## config.mk

```make
export PLATFORM = sky130hd
export DESIGN_NAME = tts_command_framer
export DESIGN_NICKNAME = d
export VERILOG_FILES = /design/src/sv/ttscf_pkg.sv /design/src/sv/tts_command_framer.sv /design/src/sv/ttscf_frame_seq.sv
export SDC_FILE = /design/constraint.sdc
export NUM_CORES = 1
export LEC_CHECK = 0
export ABC_AREA = 1
export BUFFER_PORTS_ARGS = -buffer_cell sky130_fd_sc_hd__buf_2
export CORE_ASPECT_RATIO = 1.25
export CORE_MARGIN = 2
export CORE_UTILIZATION = 35
export DETAILED_ROUTE_END_ITERATION = 10
export PLACE_DENSITY = 0.64
export SLEW_MARGIN = 10
export SYNTH_ARGS = -nofsm -noshare
export SYNTH_HDL_FRONTEND = slang
export SYNTH_SLANG_ARGS = --single-unit
```

## constraint.sdc

```tcl
create_clock -name i_clk -period 7.4 [get_ports i_clk]
set_input_delay 2.22 -clock i_clk [delete_from_list [all_inputs] [get_ports i_clk]]
set_output_delay 2.22 -clock i_clk [all_outputs]
set_load 0.01 [all_outputs]
```

## src/sv/ttscf_pkg.sv

```systemverilog
// Shared types, constants and helpers for the text-to-speech command framer.
package ttscf_pkg;

    localparam logic [7:0] HDR_BYTE = 8'hFD;
    localparam logic [7:0] CMD_BYTE = 8'h01;
    localparam logic [7:0] ENC_ALT  = 8'h04;
    localparam logic [7:0] ENC_STD  = 8'h00;
    localparam logic [7:0] NUL_BYTE = 8'h00;
    localparam logic [8:0] MAX_TEXT = 9'd256;

    localparam int unsigned SLOT_COUNT = 8;

    // Frame byte positions generated for one input transaction, in emission order.
    typedef enum logic [2:0] {
        SLOT_HDR,
        SLOT_LEN_HI,
        SLOT_LEN_LO,
        SLOT_CMD,
        SLOT_ENC,
        SLOT_TEXT,
        SLOT_NUL,
        SLOT_CSUM
    } t_slot;

    typedef logic [SLOT_COUNT-1:0] t_slot_mask;

    typedef struct packed {
        logic       valid;
        logic [7:0] data;
        logic       last;
    } t_seq_out;

    function automatic t_slot first_slot(input t_slot_mask mask);
        t_slot res;
        res = SLOT_CSUM;
        for (int i = SLOT_COUNT - 1; i >= 0; i--) begin
            if (mask[i]) begin
                res = t_slot'(i[2:0]);
            end
        end
        return res;
    endfunction

endpackage

```

## src/sv/tts_command_framer.sv

```systemverilog
// Top level of the text-to-speech command framer: config register and output register.
//
//  channel   direction  handshake                 payload
//  text      in         i_valid / o_ready         i_text_byte, i_text_length,
//                                                 i_ends_with_nul, i_is_last
//  frame     out        o_valid / i_ready         o_frame_byte, o_frame_last
//  cfg       in         i_cfg_valid / o_cfg_ready i_cfg_data (encoding select)
//
// One frame byte leaves per cycle while i_ready is high; the sequencer sets the pace.
// A middle transaction yields only its text byte, so text likewise streams one per cycle.
// A message's first transaction yields 6 bytes (header bytes, text), plus 1 or 2 more
// when it also closes the frame; an empty text gives 7 bytes; a last one gives 2 or 3.
// Synchronous active-low reset; the frame output register decouples stalls.
module tts_command_framer (
    input  logic       i_clk,
    input  logic       i_rst_n,
    input  logic       i_valid,
    output logic       o_ready,
    input  logic [7:0] i_text_byte,
    input  logic [8:0] i_text_length,
    input  logic       i_ends_with_nul,
    input  logic       i_is_last,
    output logic       o_valid,
    input  logic       i_ready,
    output logic [7:0] o_frame_byte,
    output logic       o_frame_last,
    input  logic       i_cfg_valid,
    output logic       o_cfg_ready,
    input  logic       i_cfg_data
);
    import ttscf_pkg::*;

    logic       r_enc;
    logic       r_ov;
    logic [7:0] r_ob;
    logic       r_ol;
    t_seq_out   seq;
    logic       take;
    logic       in_ready;

    assign take = seq.valid && (!r_ov || i_ready);

    ttscf_frame_seq u_seq (
        .i_clk           (i_clk),
        .i_rst_n         (i_rst_n),
        .i_load          (i_valid && in_ready),
        .i_text_byte     (i_text_byte),
        .i_text_length   (i_text_length),
        .i_ends_with_nul (i_ends_with_nul),
        .i_is_last       (i_is_last),
        .i_enc_sel       (r_enc),
        .i_take          (take),
        .o_in_ready      (in_ready),
        .o_seq           (seq)
    );

    assign o_ready      = in_ready;
    assign o_cfg_ready  = 1'b1;
    assign o_valid      = r_ov;
    assign o_frame_byte = r_ob;
    assign o_frame_last = r_ol;

    always_ff @(posedge i_clk) begin
        if (!i_rst_n) begin
            r_enc <= 1'b0;
            r_ov  <= 1'b0;
        end else begin
            if (i_cfg_valid) begin
                r_enc <= i_cfg_data;
            end
            if (take) begin
                r_ov <= 1'b1;
            end else if (i_ready) begin
                r_ov <= 1'b0;
            end
        end
    end

    always_ff @(posedge i_clk) begin
        if (take) begin
            r_ob <= seq.data;
            r_ol <= seq.last;
        end
    end

endmodule

```

## src/sv/ttscf_frame_seq.sv

```systemverilog
// Item buffer and byte sequencer: expands each text transaction into frame bytes.
module ttscf_frame_seq (
    input  logic                i_clk,
    input  logic                i_rst_n,
    input  logic                i_load,
    input  logic [7:0]          i_text_byte,
    input  logic [8:0]          i_text_length,
    input  logic                i_ends_with_nul,
    input  logic                i_is_last,
    input  logic                i_enc_sel,
    input  logic                i_take,
    output logic                o_in_ready,
    output ttscf_pkg::t_seq_out o_seq
);
    import ttscf_pkg::*;

    logic       r_bv;
    logic [7:0] r_byte;
    logic [8:0] r_len;
    logic       r_ewn;
    logic       r_last;
    t_slot_mask r_sent;
    logic       r_in_message;
    logic       r_nul;
    logic [7:0] r_xor;

    logic       first;
    logic       zero_len;
    logic       closing;
    logic       nul_eff;
    logic [8:0] cnt;
    logic [15:0] len16;
    t_slot_mask en;
    t_slot_mask pending;
    t_slot_mask cur_bit;
    t_slot      cur;
    logic [7:0] cur_byte;
    logic       step;
    logic       finish;

    always_comb begin
        first    = !r_in_message;
        zero_len = first && (r_len == 9'd0);
        closing  = zero_len || (!zero_len && r_last);
        nul_eff  = first ? ((r_len != 9'd0) && r_ewn) : r_nul;
        cnt      = (r_len > MAX_TEXT) ? MAX_TEXT : r_len;
        len16    = 16'd3 + {7'd0, cnt} + (nul_eff ? 16'd0 : 16'd1);

        en                = '0;
        en[SLOT_HDR]      = first;
        en[SLOT_LEN_HI]   = first;
        en[SLOT_LEN_LO]   = first;
        en[SLOT_CMD]      = first;
        en[SLOT_ENC]      = first;
        en[SLOT_TEXT]     = !zero_len;
        en[SLOT_NUL]      = closing && !nul_eff;
        en[SLOT_CSUM]     = closing;

        pending = en & ~r_sent;
        cur     = first_slot(pending);
        cur_bit = '0;
        cur_bit[cur] = 1'b1;

        case (cur)
            SLOT_HDR:    cur_byte = HDR_BYTE;
            SLOT_LEN_HI: cur_byte = len16[15:8];
            SLOT_LEN_LO: cur_byte = len16[7:0];
            SLOT_CMD:    cur_byte = CMD_BYTE;
            SLOT_ENC:    cur_byte = i_enc_sel ? ENC_ALT : ENC_STD;
            SLOT_TEXT:   cur_byte = r_byte;
            SLOT_NUL:    cur_byte = NUL_BYTE;
            SLOT_CSUM:   cur_byte = r_xor;
            default:     cur_byte = NUL_BYTE;
        endcase

        step   = r_bv && i_take;
        finish = step && ((pending & ~cur_bit) == '0);
    end

    assign o_in_ready  = !r_bv || finish;
    assign o_seq.valid = r_bv;
    assign o_seq.data  = cur_byte;
    assign o_seq.last  = (cur == SLOT_CSUM);

    always_ff @(posedge i_clk) begin
        if (!i_rst_n) begin
            r_bv         <= 1'b0;
            r_sent       <= '0;
            r_in_message <= 1'b0;
            r_nul        <= 1'b0;
            r_xor        <= 8'd0;
        end else begin
            if (i_load) begin
                r_bv <= 1'b1;
            end else if (finish) begin
                r_bv <= 1'b0;
            end

            if (i_load || finish) begin
                r_sent <= '0;
            end else if (step) begin
                r_sent <= r_sent | cur_bit;
            end

            if (finish) begin
                r_in_message <= !closing;
                r_nul        <= closing ? 1'b0 : nul_eff;
            end

            if (step) begin
                case (cur)
                    SLOT_HDR:    r_xor <= r_xor;
                    SLOT_LEN_HI: r_xor <= cur_byte;
                    SLOT_CSUM:   r_xor <= 8'd0;
                    default:     r_xor <= r_xor ^ cur_byte;
                endcase
            end
        end
    end

    always_ff @(posedge i_clk) begin
        if (i_load) begin
            r_byte <= i_text_byte;
            r_len  <= i_text_length;
            r_ewn  <= i_ends_with_nul;
            r_last <= i_is_last;
        end
    end

    a_pending_nonempty: assert property (@(posedge i_clk) disable iff (!i_rst_n)
        r_bv |-> (pending != '0))
        else $error("buffered transaction has no frame byte left");

    a_hdr_only_outside: assert property (@(posedge i_clk) disable iff (!i_rst_n)
        (r_bv && cur == SLOT_HDR) |-> !r_in_message)
        else $error("header issued inside an open message");

    a_csum_closes: assert property (@(posedge i_clk) disable iff (!i_rst_n)
        (step && cur == SLOT_CSUM) |=> (!r_in_message && r_xor == 8'd0 && !r_nul))
        else $error("checksum byte did not close the message");

    a_load_when_free: assert property (@(posedge i_clk) disable iff (!i_rst_n)
        i_load |-> (!r_bv || finish))
        else $error("transaction loaded over a busy buffer");

endmodule

```

==> results.cfg <==
[cts]
cts.sinks = 49
cts_max_level = 2
cts_made_buffers = 5
clk_pin_slew_ps = 90
cts_max_path_buffers = 2
cts_setup_buffers = 0
postCtsHoldBufs = 0
cts_tree = built
root_buffer = clkbuf_8
clk_latency_ps = 310
cts_resized = 0

[sta]
setup_viol = 0
max_slew_margin = 0.411
rsz0062_at_grt = false
finalCritPeriodShare = 0.744
fmaxAchievable_ghz = 0.182
worstMarginPinSlew_ps = 881
fin_crit_ps = 5500
hold_ws_ps = 473
setup-tns-final_ps = 0
slew_viol_final = 0
fin_skew_ps = 9.91
finalHoldViolations = 0

[power]
seqPwrFrac = 0.550
power_leakage_nw = 1.39
p_per_area_nw_per_um2 = 178
p_comb_frac = 0.108
p_int_w = 0.000422
p_sw_frac = 0.242
ir_drop_mv = 0.0806
power.switching_w = 0.000134
p_clk_frac = 0.342

[worst_setup_path]
endpoint_kind = output pin
crit_path_max_fanout = 9
max_stage_delay_ps = 180
r2r-end = u_seq.r_len[5]
worstPathCellList = buf_2 -> inv_1 -> nand2_1 -> nand2_1 -> a21oi_1 -> nand2_1 -> nor2_1 -> nand2_2 -> nand2_1 -> buf_2
cp-start-kind = input pin
worst-path-buf-inv = 3
r2r_start = u_seq.r_in_message
cp_top_family = simple AND/OR/NAND/NOR gates
criticalPathCategory = input pin to output pin
ff2ff_path_depth = 13
r2r_slack_ps = 4330
crit_arrival_ps = 3280
cp_slowest_cell = nand2_1
required_ps = 5180
crit_top_cell = nand2_1

[yosys]
avgSynthCellArea_um2 = 7.68
ys.warnings.count = 0
syn-num-nets = 384
yosysUniqueCellTypes = 31
ys_ff_latch = 49
syn_area_um2 = 2730
netlist.area_leader.share = 0.308
synth_area_leaders = edfxtp_1, dfxtp_1, nand2_1
netlist_instances = 356
yosys.area.top_type = edfxtp_1
seq_area_frac_synth = 0.461

[drt]
drtAntennaViolNets = 0
wirelength_um = 5660
vias = 2314
drt_iter0_markers = 122
drtPass1Iterations = 4
wire_per_inst_um = 11.5
post-route-drc-count = 0
vias_per_cell = 4.71

[finish]
synthToLayoutAreaGrowth_pct = 14.2
seq_area_um2 = 1260
diodes = 0
nNetsFinal = 423
multi_input_area_um2 = 1200
layout-drive-gt1-share = 0.192
num-fill-cells = 784

[place]
gp_congestion = 0.879
io_buffers = 35
hpwl_um = 4410

[global_routing]
track_usage = 0.144
antenna_found_initial = 0
grt_pass1_vias = 2116
grt_max_degree = 17
overflow = 0
grt_pass1_wl_um = 9720

[min_path]
min_delay_path_depth = 2
worstHoldEndpoint = u_seq.r_nul
holdCritStartpoint = u_seq.r_nul
hold_path_class = register to register

[floorplan]
die_area_um2 = 8540
pin_count = 37
row_count = 36
dieHeight_um = 103
core_um2 = 7700
fp.dieW_um = 83.1
start_util = 0.355

[run_status]
status = complete, no violations

[flow_run]
drv_cap = 0
## synth_stat cells (all sizes together)
master  number
clkbuf       1
o31ai        1
nand4       10
a31oi        1
ha           3
buf          3
xor2         1
edfxtp      28
conb         1
nand2       83
nand3b       2
a21oi       19
dfxtp       21
o211ai       4
o21ai       24
nand3       34
inv         68
nor2        52
## state kept, by name, summed over array words and instances, names as in the netlist
name / count
u_seq.r_ewn: 1
u_seq.r_in_message: 1
u_seq.r_byte: 8
u_seq.r_nul: 1
o_frame_last: 1
o_valid: 1
u_seq.r_bv: 1
u_seq.r_xor: 8
u_seq.r_last: 1
o_frame_byte: 8
r_enc: 1
u_seq.r_sent: 8
u_seq.r_len: 9
## metrics by stage
stage	total power [W]	worst slack, ps	instances	utilization	area, um^2
final	0.000557	1900	491	0.405	3120
after global routing	0.000587	1740	491	0.405	3120
after floorplan	0.000353	2210	356	-	2730
after detailed placement	0.000373	1890	483	0.391	3020
after CTS	0.000564	1880	491	0.405	3120
after global placement	0.000372	1940	483	0.391	3020
## worst reg2reg max path, stage by stage (launching register included)
cell	delay [ps]
dfxtp_1	540
inv_2	120
nand2_4	150
nand2_1	80
nor2_1	170
inv_2	80
a21oi_2	250
nand3_2	260
nand3_1	130
nand2_1	50
nor2_1	110
nand2_2	130
a21oi_2	370
buf_4	310
## cell usage in the layout (no fill, tap or decap), drive strengths merged, types with 2 or more instances in the layout
cell type	instances
nand2	83
a21oi	19
o211ai	4
ha	3
nand4	10
nand3b	2
edfxtp	28
clkbuf	6
nand3	34
dfxtp	21
inv	68
nor2	52
o21ai	24
buf	36
## power groups by stage
stage	registers, W	logic, W	clock network [W]
floorplan	0.000313	0.0000399	0
global placement	0.000313	0.0000592	0
detailed placement	0.000313	0.0000605	0
CTS	0.000307	0.0000607	0.000197
global route	0.000308	0.0000695	0.000210
finish	0.000306	0.0000599	0.000190
## layout make-up
type	instances	area share
multi-input combinational	235	0.383
clock inverter	2	0.0112
clock buffer	6	0.0232
inverter	68	0.0817
timing repair buffer	36	0.0585
tap	95	0.0381
sequential	49	0.404
## routing by layer
layer | track usage | part of all wire | vias up
li1 | - | - | 1220
met1 | 0.170 | 0.44 | 1031
met2 | 0.249 | 0.49 | 49
met3 | 0.0288 | 0.038 | 14
met4 | 0.0782 | 0.034 | 0
met5 | 0 | 0 | -
## cells by family (layout without fill, tap and decap cells)
logic type / after synthesis / in the layout / share of synthesized area
fa+ha+maj: 3 / 3 / 0.0137
compound gates: 49 / 49 / 0.107
flops: 49 / 49 / 0.461
simple gates: 181 / 181 / 0.312
xor+xnor: 1 / 1 / 0.00320
other cells: 1 / 1 / 0.00137
buf+inv: 72 / 112 / 0.102
## worst max-delay path by stage
stage / from / to / cells past startpoint
final: i_ready / o_ready / 10
after global routing: i_ready / o_ready / 10
after CTS: i_ready / o_ready / 10
after detailed placement: i_ready / o_ready / 10
after global placement: i_ready / o_ready / 10
after floorplan: i_ready / o_ready / 8
No activity file was read; power rests on OpenSTA's default activity.
